**src/rtl/gbdi_pkg.sv**
```systemverilog
// package for the gyro bias / deadband integrator
// request and response payload types, codes, fixed-point constants and
// the constant-divider helpers; depends on nothing
`timescale 1ns / 1ps

package gbdi_pkg;

  // calibration length and derived widths
  localparam int CALIB_SAMPLES = 100;
  localparam int CNT_W         = $clog2(CALIB_SAMPLES + 1);

  localparam int RATE_W  = 16;
  localparam int DT_W    = 16;
  localparam int ACC_W   = 16;
  localparam int ANGLE_W = 48;
  localparam int SUM_W   = 23;
  localparam int THR_W   = 32;
  localparam int SQ_W    = 31;
  localparam int DELTA_W = 33;

  localparam logic [THR_W-1:0] THR_RESET = 32'd131537961;

  localparam logic signed [RATE_W-1:0] RATE_MAX_RESET = 16'sd0;
  localparam logic signed [RATE_W-1:0] RATE_MIN_RESET = 16'sd32;
  localparam logic signed [RATE_W-1:0] RATE_POS_LIMIT = 16'sd32767;

  // request codes
  localparam logic [1:0] REQ_CALIB = 2'd0;
  localparam logic [1:0] REQ_RUN   = 2'd1;
  localparam logic [1:0] REQ_ACCEL = 2'd2;

  // divide by ten: exact for dividends below 2**DIV10_N
  localparam int DIV10_N     = 19;
  localparam int DIV10_SHIFT = DIV10_N + 4;
  localparam int DIV10_RW    = DIV10_N + 1;
  localparam logic [DIV10_RW-1:0] DIV10_RECIP =
    DIV10_RW'(((64'd1 << DIV10_SHIFT) + 64'd9) / 64'd10);

  // divide by the sample count: exact for dividends below 2**SUM_MAG_W
  localparam int SUM_MAG_W   = SUM_W - 1;
  localparam int BIAS_SHIFT  = SUM_MAG_W + $clog2(CALIB_SAMPLES);
  localparam int BIAS_RW     = SUM_MAG_W + 1;
  localparam logic [BIAS_RW-1:0] BIAS_RECIP =
    BIAS_RW'(((64'd1 << BIAS_SHIFT) + 64'(CALIB_SAMPLES) - 64'd1) / 64'(CALIB_SAMPLES));

  typedef struct packed {
    logic [1:0]               req_type;
    logic signed [RATE_W-1:0] gyro_rate;
    logic [DT_W-1:0]          dt_us;
    logic signed [ACC_W-1:0]  accel_x;
    logic signed [ACC_W-1:0]  accel_y;
    logic signed [ACC_W-1:0]  accel_z;
  } gbdi_req_t;

  typedef struct packed {
    logic signed [ANGLE_W-1:0] angle;
    logic                      collision;
    logic                      calibrated;
  } gbdi_rsp_t;

  // gyro lane result handed to the merge stage
  typedef struct packed {
    logic                      acc_en;
    logic signed [DELTA_W-1:0] delta;
    logic                      calibrated;
  } gbdi_gyro_t;

  function automatic logic [DIV10_N-1:0] div10(input logic [DIV10_N-1:0] n);
    logic [DIV10_N+DIV10_RW-1:0] p;
    p = (DIV10_N+DIV10_RW)'(n) * (DIV10_N+DIV10_RW)'(DIV10_RECIP);
    return DIV10_N'(p >> DIV10_SHIFT);
  endfunction

  function automatic logic [SUM_MAG_W-1:0] div_calib(input logic [SUM_MAG_W-1:0] n);
    logic [SUM_MAG_W+BIAS_RW-1:0] p;
    p = (SUM_MAG_W+BIAS_RW)'(n) * (SUM_MAG_W+BIAS_RW)'(BIAS_RECIP);
    return SUM_MAG_W'(p >> BIAS_SHIFT);
  endfunction

endpackage

```
**src/rtl/gbdi_sq_lane.sv**
```systemverilog
// one accelerometer lane: registered square of a signed axis sample
// uses gbdi_pkg for widths
`timescale 1ns / 1ps

module gbdi_sq_lane (
  input  logic                             clk,
  input  logic                             en,
  input  logic signed [gbdi_pkg::ACC_W-1:0] axis,
  output logic [gbdi_pkg::SQ_W-1:0]        sq
);

  logic signed [2*gbdi_pkg::ACC_W-1:0] prod;

  assign prod = axis * axis;

  always_ff @(posedge clk) begin
    if (en) begin
      sq <= gbdi_pkg::SQ_W'(prod);
    end
  end

endmodule

```
**src/rtl/gbdi_gyro_core.sv**
```systemverilog
// gyro lane: calibration tracking, bias and deadband bounds, and the
// registered (rate - bias) * dt product; uses gbdi_pkg
`timescale 1ns / 1ps

module gbdi_gyro_core (
  input  logic                  clk,
  input  logic                  rst,
  input  logic                  en,
  input  gbdi_pkg::gbdi_req_t   req,
  output gbdi_pkg::gbdi_gyro_t  gyro
);

  localparam int RW = gbdi_pkg::RATE_W;
  localparam int N  = gbdi_pkg::DIV10_N;
  localparam int MW = gbdi_pkg::SUM_MAG_W;

  // after calibration rate_max / rate_min hold the upper / lower bounds
  logic signed [RW-1:0]              rate_max, rate_max_next;
  logic signed [RW-1:0]              rate_min, rate_min_next;
  logic signed [gbdi_pkg::SUM_W-1:0] rate_sum, rate_sum_next;
  logic [gbdi_pkg::CNT_W-1:0]        sample_count, sample_count_next;
  logic signed [RW-1:0]              bias, bias_next;
  logic                              cal_done, cal_done_next;

  logic signed [RW-1:0]              rate;
  logic signed [RW-1:0]              max_upd, min_upd;
  logic signed [gbdi_pkg::SUM_W-1:0] sum_upd;
  logic [gbdi_pkg::CNT_W-1:0]        cnt_upd;
  logic                              is_cal, last_sample;
  logic [N-1:0]                      max11, hi_q, min_mag, lo_q;
  logic signed [RW-1:0]              hi_bound, lo_bound;
  logic [MW-1:0]                     sum_mag, bias_q;
  logic                              outside;
  logic signed [RW:0]                diff;
  logic signed [2*RW+1:0]            prod;

  assign rate   = req.gyro_rate;
  assign is_cal = (req.req_type == gbdi_pkg::REQ_CALIB) && !cal_done;

  assign max_upd     = (rate > rate_max) ? rate : rate_max;
  assign min_upd     = (rate < rate_min) ? rate : rate_min;
  assign sum_upd     = rate_sum + gbdi_pkg::SUM_W'(rate);
  assign cnt_upd     = sample_count + 1'b1;
  assign last_sample = cnt_upd >= gbdi_pkg::CNT_W'(gbdi_pkg::CALIB_SAMPLES);

  // max never goes below its zero start, so the upper bound is unsigned work
  assign max11    = N'(max_upd[RW-2:0]) * N'(11);
  assign hi_q     = gbdi_pkg::div10(max11);
  assign hi_bound = (hi_q > N'(gbdi_pkg::RATE_POS_LIMIT)) ? gbdi_pkg::RATE_POS_LIMIT
                                                          : RW'(hi_q);

  // lower bound and bias truncate toward zero: divide the magnitude
  assign min_mag  = min_upd[RW-1] ? N'(-32'(min_upd)) : N'(min_upd);
  assign lo_q     = gbdi_pkg::div10(min_mag);
  assign lo_bound = min_upd[RW-1] ? -RW'(lo_q) : RW'(lo_q);

  assign sum_mag  = sum_upd[gbdi_pkg::SUM_W-1] ? MW'(-sum_upd) : MW'(sum_upd);
  assign bias_q   = gbdi_pkg::div_calib(sum_mag);

  always_comb begin
    rate_max_next     = rate_max;
    rate_min_next     = rate_min;
    rate_sum_next     = rate_sum;
    sample_count_next = sample_count;
    bias_next         = bias;
    cal_done_next     = cal_done;
    if (is_cal) begin
      rate_sum_next     = sum_upd;
      sample_count_next = cnt_upd;
      if (last_sample) begin
        rate_max_next = hi_bound;
        rate_min_next = lo_bound;
        bias_next     = sum_upd[gbdi_pkg::SUM_W-1] ? -RW'(bias_q) : RW'(bias_q);
        cal_done_next = 1'b1;
      end else begin
        rate_max_next = max_upd;
        rate_min_next = min_upd;
      end
    end
  end

  // run path: deadband test against the fixed bounds
  assign outside = (rate > rate_max) || (rate < rate_min);
  assign diff    = (RW+1)'(rate) - (RW+1)'(bias);
  assign prod    = (2*RW+2)'(diff) * (2*RW+2)'($signed({1'b0, req.dt_us}));

  always_ff @(posedge clk) begin
    if (rst) begin
      rate_max     <= gbdi_pkg::RATE_MAX_RESET;
      rate_min     <= gbdi_pkg::RATE_MIN_RESET;
      rate_sum     <= '0;
      sample_count <= '0;
      bias         <= '0;
      cal_done     <= 1'b0;
    end else if (en) begin
      rate_max     <= rate_max_next;
      rate_min     <= rate_min_next;
      rate_sum     <= rate_sum_next;
      sample_count <= sample_count_next;
      bias         <= bias_next;
      cal_done     <= cal_done_next;
    end
  end

  always_ff @(posedge clk) begin
    if (en) begin
      gyro.acc_en     <= (req.req_type == gbdi_pkg::REQ_RUN) && cal_done && outside;
      gyro.delta      <= gbdi_pkg::DELTA_W'(prod);
      gyro.calibrated <= cal_done_next;
    end
  end

endmodule

```
**src/rtl/gbdi_merge.sv**
```systemverilog
// merge stage: sums the three squared axes against the threshold and
// folds the gyro product into the saturating angle; uses gbdi_pkg
`timescale 1ns / 1ps

module gbdi_merge (
  input  logic                          clk,
  input  logic                          rst,
  input  logic                          load,
  input  logic                          is_accel,
  input  gbdi_pkg::gbdi_gyro_t          gyro,
  input  logic [2:0][gbdi_pkg::SQ_W-1:0] sq,
  input  logic [gbdi_pkg::THR_W-1:0]    thr,
  output gbdi_pkg::gbdi_rsp_t           rsp
);

  localparam int AW = gbdi_pkg::ANGLE_W;

  logic signed [AW-1:0] angle_acc, angle_acc_next;
  logic signed [AW:0]   sum_wide;
  logic [gbdi_pkg::THR_W-1:0] mag;

  // each square is at most 2**30, so three fit in the threshold width
  assign mag = gbdi_pkg::THR_W'(sq[0]) + gbdi_pkg::THR_W'(sq[1]) + gbdi_pkg::THR_W'(sq[2]);

  assign sum_wide = (AW+1)'(angle_acc) + (AW+1)'(gyro.delta);

  always_comb begin
    angle_acc_next = angle_acc;
    if (gyro.acc_en) begin
      if (sum_wide[AW] != sum_wide[AW-1]) begin
        // saturate toward the sign of the true sum
        angle_acc_next = sum_wide[AW] ? {1'b1, {(AW-1){1'b0}}} : {1'b0, {(AW-1){1'b1}}};
      end else begin
        angle_acc_next = AW'(sum_wide);
      end
    end
  end

  always_ff @(posedge clk) begin
    if (rst) begin
      angle_acc <= '0;
    end else if (load) begin
      angle_acc <= angle_acc_next;
    end
  end

  always_ff @(posedge clk) begin
    if (load) begin
      rsp.angle      <= angle_acc_next;
      rsp.collision  <= is_accel && (mag > thr);
      rsp.calibrated <= gyro.calibrated;
    end
  end

endmodule

```
**src/rtl/gyro_bias_deadband_integrator_top.sv**
```systemverilog
// top level of the gyro bias / deadband integrator with collision check
// instantiates gbdi_gyro_core, three gbdi_sq_lane and gbdi_merge; uses gbdi_pkg
//
//   channel  signals                        direction  payload
//   in       in_valid / in_ready / in_data  request    gbdi_req_t
//   out      out_valid / out_ready / out_data  response gbdi_rsp_t
//   cfg      cfg_we / cfg_wdata             write      collision threshold squared
//
// one request per cycle while in_ready is high; two register stages (lane stage,
// then the merge and output register), and a response is presented from the
// output register once its request has passed the lane stage.
// the gyro lane's calibration registers and the angle accumulator each
// update as their request passes, so dependent requests can follow back to back.
// rst is synchronous; it clears calibration, angle and pipeline valids.
// a stalled response holds the output register; new requests still enter
// while the lane stage is empty.
`timescale 1ns / 1ps

module gyro_bias_deadband_integrator_top (
  input  logic                          clk,
  input  logic                          rst,
  input  logic                          in_valid,
  output logic                          in_ready,
  input  gbdi_pkg::gbdi_req_t           in_data,
  output logic                          out_valid,
  input  logic                          out_ready,
  output gbdi_pkg::gbdi_rsp_t           out_data,
  input  logic                          cfg_we,
  input  logic [gbdi_pkg::THR_W-1:0]    cfg_wdata
);

  logic [gbdi_pkg::THR_W-1:0]     thr;
  logic                           s1_valid;
  logic                           s1_accel;
  logic                           adv_out, adv_s1, take;
  gbdi_pkg::gbdi_gyro_t           gyro;
  logic [2:0][gbdi_pkg::SQ_W-1:0] sq;

  assign adv_out  = !out_valid || out_ready;
  assign adv_s1   = !s1_valid || adv_out;
  assign in_ready = adv_s1;
  assign take     = in_valid && in_ready;

  always_ff @(posedge clk) begin
    if (rst) begin
      thr <= gbdi_pkg::THR_RESET;
    end else if (cfg_we) begin
      thr <= cfg_wdata;
    end
  end

  always_ff @(posedge clk) begin
    if (rst) begin
      s1_valid  <= 1'b0;
      out_valid <= 1'b0;
    end else begin
      if (adv_s1) begin
        s1_valid <= take;
      end
      if (adv_out) begin
        out_valid <= s1_valid;
      end
    end
  end

  always_ff @(posedge clk) begin
    if (take) begin
      s1_accel <= (in_data.req_type == gbdi_pkg::REQ_ACCEL);
    end
  end

  gbdi_gyro_core u_gyro (
    .clk  (clk),
    .rst  (rst),
    .en   (take),
    .req  (in_data),
    .gyro (gyro)
  );

  gbdi_sq_lane u_sq_x (
    .clk  (clk),
    .en   (take),
    .axis (in_data.accel_x),
    .sq   (sq[0])
  );

  gbdi_sq_lane u_sq_y (
    .clk  (clk),
    .en   (take),
    .axis (in_data.accel_y),
    .sq   (sq[1])
  );

  gbdi_sq_lane u_sq_z (
    .clk  (clk),
    .en   (take),
    .axis (in_data.accel_z),
    .sq   (sq[2])
  );

  gbdi_merge u_merge (
    .clk      (clk),
    .rst      (rst),
    .load     (s1_valid && adv_out),
    .is_accel (s1_accel),
    .gyro     (gyro),
    .sq       (sq),
    .thr      (thr),
    .rsp      (out_data)
  );

endmodule

```
**config.mk**
```make
export PLATFORM = sky130hd
export DESIGN_NAME = gyro_bias_deadband_integrator_top
export DESIGN_NICKNAME = d
export VERILOG_FILES = /design/src/rtl/gbdi_pkg.sv /design/src/rtl/gbdi_sq_lane.sv /design/src/rtl/gbdi_gyro_core.sv /design/src/rtl/gbdi_merge.sv /design/src/rtl/gyro_bias_deadband_integrator_top.sv
export SDC_FILE = /design/constraint.sdc
export NUM_CORES = 2
export LEC_CHECK = 0
export BUFFER_PORTS_ARGS = -buffer_cell sky130_fd_sc_hd__clkbuf_2
export CAP_MARGIN = 20
export CELL_PAD_IN_SITES_DETAIL_PLACEMENT = 0
export CELL_PAD_IN_SITES_GLOBAL_PLACEMENT = 1
export CORE_ASPECT_RATIO = 0.6
export CORE_UTILIZATION = 52
export DETAILED_ROUTE_END_ITERATION = 7
export PLACE_DENSITY_LB_ADDON = 0.1
export RECOVER_POWER = 100
export SLEW_MARGIN = 10
export SYNTH_ARGS = -nofsm -noshare
export SYNTH_HDL_FRONTEND = slang
export SYNTH_HIERARCHICAL = 1
export SYNTH_SLANG_ARGS = --single-unit
```
**constraint.sdc**
```tcl
create_clock -name clk -period 19.7 [get_ports clk]
set_clock_uncertainty 0.2 [all_clocks]
set_input_delay 3.94 -clock clk [delete_from_list [all_inputs] [get_ports clk]]
set_output_delay 3.94 -clock clk [all_outputs]
set_load 0.02 [all_outputs]
```
## Yosys cells after proc, flatten, opt, wreduce, memory -nomap -nowiden

Cells that the tools add are included.

- Logic and storage cells: 78
- Bits of input ports: 119
- Bits in registers: 340
- Output and inout port bits: 52

- Mux-type cells: 14
- Add/sub/neg operators: 10
- Eq/ne operators: 3
- Multipliers: 8
- Reductions and logical operators: 17
- $lt $le $gt $ge: 5

Operators with widths:

| kind | count |
|---|---|
| 48-bit two-way mux | 3 |
| 16-bit two-way mux | 7 |
| 16-bit by 16-bit multiplier with 31-bit output | 3 |
| 19-bit by 20-bit multiplier with 39-bit output, second input constant | 2 |
| 48-bit by 33-bit adder with 49-bit output | 1 |
| 22-bit by 22-bit multiplier with 44-bit output, second input constant | 1 |
| 17-bit by 17-bit multiplier with 33-bit output | 1 |
| 31-bit by 31-bit adder with 32-bit output | 1 |
| 32-bit by 31-bit adder with 32-bit output | 1 |
| 32-bit > comparator | 1 |
| 16-bit negation | 2 |
| 23-bit by 16-bit adder with 23-bit output | 1 |
| 22-bit two-way mux | 1 |
| 22-bit negation | 1 |
| 15-bit by 4-bit multiplier with 19-bit output, second input constant | 1 |
| 19-bit two-way mux | 1 |
| 16-bit negation with 19-bit output | 1 |
| 16-bit by 16-bit subtractor with 17-bit output | 1 |
| 16-bit by 15-bit > comparator with 1-bit output, second input constant | 1 |
| 16-bit > comparator | 1 |
| 16-bit < comparator | 1 |
| 7-bit by 1-bit adder with 7-bit output, second input constant | 1 |
| 7-bit >= comparator, second input constant | 1 |
| 1-bit logical AND | 6 |
| 10 further kinds | 16 |

## Depth between registers and ports, before layout

- Depth in word-level cells: 8
- Gate-level depth with buffers: 51
- Gate-level depth less buffers: 48

## Modules after synthesis

The synthesis kept the hierarchy.

Modules (own cells, without submodules):

| module | seq. area each (um^2) | area each (um^2) | times used | cells an instance |
|---|---|---|---|---|
| gbdi_gyro_core | 2632.5 | 40721.6 | 1 | 4545 |
| gbdi_sq_lane (u_sq_x) | 900.9 | 9925.8 | 1 | 1047 |
| gbdi_sq_lane (u_sq_z) | 900.9 | 9888.2 | 1 | 1037 |
| gbdi_merge | 2462.4 | 9815.7 | 1 | 1145 |
| gbdi_sq_lane (u_sq_y) | 900.9 | 9803.2 | 1 | 1028 |
| gyro_bias_deadband_integrator_top | 710.7 | 1306.3 | 1 | 117 |

## Worst setup path before layout

No wires, ideal clock.

- Path type: input to register
- Start point: input port in_data[74] (netlist bit)
- End point: register u_gyro.rate_max[1]
- Setup time: 0.117 ns
- Arrival: 15.205 ns
- Stages: 48
- Buffers on the path: 2
- Path slack: 4.179 ns
- Required time: 19.383 ns
- Cell sequence: ha_1 and3_4 a221oi_2 o21ai_1 or4b_1 and3_1 clkbuf_1 clkbuf_1 mux2i_1 inv_1 ha_1 ha_1 xor2_1 ha_1 a21o_1 a21oi_1 o21bai_1 a21oi_1 (+12 left out) fa_1 fa_1 inv_1 fa_1 inv_1 ha_1 nand3_1 nor3_1 and4_1 a21oi_1 a21boi_0 o21a_1 nor2_2 o311a_4 nor4_2 o31ai_1 a21o_1 a22o_1

- Longest elaborated chain between the ends: 7

RTL lines:

| item | RTL line | RTL |
|---|---|---|
| start: declaration | gyro_bias_deadband_integrator_top.sv:24 | `input gbdi_pkg::gbdi_req_t in_data,` |
| 16-bit > comparator | gbdi_gyro_core.sv:40 | `assign max_upd = (rate > rate_max) ? rate : rate_max;` |
| 16-bit two-way mux (*) | gbdi_gyro_core.sv:40 |  |
| 15-bit by 4-bit multiplier with 19-bit output | gbdi_gyro_core.sv:47 | `assign max11 = N'(max_upd[RW-2:0]) * N'(11);` |
| 19-bit by 20-bit multiplier with 39-bit output | gbdi_pkg.sv:70 | `p = (DIV10_N+DIV10_RW)'(n) * (DIV10_N+DIV10_RW)'(DIV10_RECIP);` |
| 16-bit by 15-bit > comparator with 1-bit output | gbdi_gyro_core.sv:49 | `assign hi_bound = (hi_q > N'(gbdi_pkg::RATE_POS_LIMIT)) ? gbdi_pkg::RATE_POS_LIMIT` |
| 16-bit two-way mux | gbdi_gyro_core.sv:49 |  |
| 16-bit two-way mux (*) | gbdi_gyro_core.sv:70 | `if (last_sample) begin` |
| end signal: assignment | gbdi_gyro_core.sv:89 | `rate_max <= gbdi_pkg::RATE_MAX_RESET;` |
| end signal: assignment | gbdi_gyro_core.sv:96 | `rate_max <= rate_max_next;` |
| end: declaration | gbdi_gyro_core.sv:18 | `logic signed [RW-1:0] rate_max, rate_max_next;` |

Mark *: on every way between the ends. The rest lies on a longest branch, timed or not. The select of a mux whose other input is x is not followed.
A chain may end at the register's enable or synchronous reset.

## Worst setup path in the final report

- Start point: input port in_data[79] (netlist bit)
- End point: register u_gyro.rate_max[6]

- Longest elaborated chain between the ends: 7

RTL lines:

| item | RTL line |
|---|---|
| 16-bit > comparator (*) | gbdi_gyro_core.sv:40 |
| 16-bit two-way mux (*) | gbdi_gyro_core.sv:40 |
| 15-bit by 4-bit multiplier with 19-bit output | gbdi_gyro_core.sv:47 |
| 19-bit by 20-bit multiplier with 39-bit output | gbdi_pkg.sv:70 |
| 16-bit by 15-bit > comparator with 1-bit output | gbdi_gyro_core.sv:49 |
| 16-bit two-way mux | gbdi_gyro_core.sv:49 |
| 16-bit two-way mux (*) | gbdi_gyro_core.sv:70 |

Marked as above.

==> impl_metrics.json <==
{
  "root_buffer": "clkbuf_16",
  "status": "finished with violations",
  "synth_ff_type": "edfxtp_1",
  "critPathArrivalTime_ns": 18.19,
  "grt_start_max_net_pins": 75,
  "ys_types": 130,
  "die_w_um": 513.0,
  "drtAntennaViolNets": 0,
  "area_growth_syn_to_layout_pct": 4.732,
  "cp_slowest_cell": "clkbuf_1",
  "boundaryPins": 171,
  "die_height_um": 308.6,
  "hold_path_class": "register to register",
  "overflow": 0,
  "max_stage_delay_ns": 0.99,
  "fmax_ghz": 0.05602,
  "ys_seq_area_frac": 0.1044,
  "clockBufferDepth": 3,
  "fin_area_um2": 85320,
  "drtIter0Drc": 4649,
  "synth-edff-count": 176,
  "setup_tns_ns": 0,
  "cts_resized": 0,
  "drt-pass1-iter-count": 6,
  "rows": 112,
  "worstPathMaxFanout": 25,
  "cts_buffers": 42,
  "post-cts-setup-buffers": 0,
  "ys_ff_latch": 337,
  "setup_violations": 0,
  "dpl_cell_area_um2": 84330,
  "syn_area_um2": 81460,
  "synth_largest_area_cell": "fa_1",
  "synth_common_cells": "2,131 x inv_1, 1,381 x fa_1, 1,074 x ha_1, 636 x nand2_1, 445 x nor2_1",
  "finalCriticalPeriod_ns": 17.85,
  "io_buffers": 170,
  "via_per_inst": 5.490,
  "dp_hpwl_um": 187900,
  "dieArea_um2": 158300,
  "fin_crit_sh": 0.9061,
  "htreeDepth": 2,
  "yosys_warnings": 6,
  "setup.worst_path.class": "primary input to register",
  "drc": 0,
  "clock-sinks": 337,
  "yosysMostFrequentCell": "inv_1",
  "synthCells": 8919,
  "whs_ns": 0.2373,
  "rsz0062_at_grt": "false",
  "max_cap_viol_count": 12,
  "ys_top_cells_by_area": "fa_1 34%, ha_1 16%, inv_1 9.8%",
  "slew_viol_final": 546,
  "crit_top_cell": "fa_1",
  "globalplace.congestion": 0.9313,
  "layout-drive-gt1-share": 0.03685,
  "coreArea_um2": 155400,
  "max_slew_margin": -1.626,
  "worstMarginPinSlew_ns": 3.939,
  "antenna_found_initial": 7,
  "start_kind": "primary input",
  "syn_avg_cell_area_um2": 9.133,
  "routed_wl_um": 224600,
  "grt_pass1_vias": 61090,
  "clock_latency_ns": 0.62,
  "grt_pass1_wl_um": 353800,
  "critPathCaptureType": "register",
  "start_util": 0.5242,
  "violations": "capacitance limit, slew limit",
  "cp.required_ns": 20.04,
  "async_reset_ff_frac": 0,
  "path_clk_slew_ns": 0.06,
  "wire_per_inst_um": 20.35,
  "synth_top_area_frac": 0.3394,
  "hold_viol": 0,
  "grt.total_usage": 0.2885,
  "nNetsFinal": 11520,
  "cts_tree": "built",
  "vias": 60600,
  "hold_buffers": 0
}
final timing paths:
| path | depth (start not counted) | from | slack [ns] | to |
|---|---|---|---|---|
| worst max-delay path | 45 | in_data[79] | 1.85 | u_gyro/rate_max[6]$_SDFFE_PP0P_ |
| worst min register to register | 0 | u_gyro/gyro[0]$_DFFE_PP_ | 0.24 | u_merge/rsp[0]$_DFFE_PP_ |
| worst max register to register | 46 | u_gyro/rate_max[10]$_SDFFE_PP0P_ | 5.80 | u_gyro/rate_max[6]$_SDFFE_PP0P_ |
| worst min-delay path | 0 | u_gyro/gyro[0]$_DFFE_PP_ | 0.24 | u_merge/rsp[0]$_DFFE_PP_ |
cell families (layout without fill, tap and decap cells):
group                      after synthesis  count (layout)  synth area share
buffers and inverters                 2388            2443            0.1120
other                                    5              18         0.0002304
xor gates and xnor gates               371             371           0.03998
DFF                                    337             337            0.1044
AOI/OAI and AO/OA                     1371            1371            0.1141
muxes                                   71              71          0.009001
and+or+nand+nor                       1907            1907            0.1141
adders and majority gates             2469            2469            0.5062
sequential cells by signal, indices dropped and copies added (netlist names), 23 cells and up:
signal / cells
u_sq_z/sq: 30
u_sq_y/sq: 30
u_gyro/rate_sum: 23
u_merge/angle_acc: 48
u_sq_x/sq: 30
u_gyro/gyro: 35
u_merge/rsp: 50
thr: 32
cell usage in the layout (no fill, tap or decap), types with 47 or more instances in the layout:
cell,n
xor2_1,113
a21o_1,141
nand3_1,80
nand4_1,48
mux2i_1,57
buf_4,47
ha_1,1074
dfxtp_1,161
fa_1,1381
and3_1,61
clkbuf_2,107
and2_1,217
nor2b_1,90
a21oi_1,405
clkbuf_1,87
o21a_1,55
nor3_1,70
nand2_1,636
o21ai_0,222
edfxtp_1,176
inv_1,2131
nand2b_1,64
o211ai_1,48
xnor2_1,258
a211oi_1,93
nor2_1,444
critical path, delay by kind of cell:
| family | cells | cell delay [ns] |
|---|---|---|
| multiplexers | 1 | 0.26 |
| AO/OA/AOI/OAI | 16 | 4.44 |
| AND/OR/NAND/NOR | 11 | 3.06 |
| adder cells (fa/ha/maj) | 11 | 5.00 |
| buffers and inverters | 6 | 1.46 |
layout make-up:
cell class | instances | area (µm²)
clock buffer | 54 | 1117
timing repair buffer | 231 | 1201
clock inverter | 24 | 201.4
antenna | 4 | 10.01
fill | 14370 | 70090
inverter | 2134 | 8010
tap | 2052 | 2567
multi-input combinational | 6203 | 63700
sequential | 337 | 8508
routing by layer:
| metal | vias up | global-route usage | wire length [µm] |
|---|---|---|---|
| li1 | 28500 | - | - |
| met4 | 2 | 0.03527 | 2074 |
| met3 | 136 | 0.07368 | 20590 |
| met1 | 30130 | 0.4622 | 115000 |
| met5 | - | 0 | 13 |
| met2 | 1837 | 0.3929 | 86930 |
per-stage QoR:
step / std cells / setup WS (ns) / util
floorplan: 8928 / 4.179 / -
global placement: 10960 / 2.401 / 0.5426
detailed placement: 10960 / 2.162 / 0.5426
CTS: 11030 / 2.731 / 0.5511
global route: 11040 / 1.089 / 0.5489
finish: 11040 / 1.849 / 0.5490
Power is left out: the tool's default activity adds up to more than one toggle a clock period on the data nets, which glitch-free logic cannot reach.
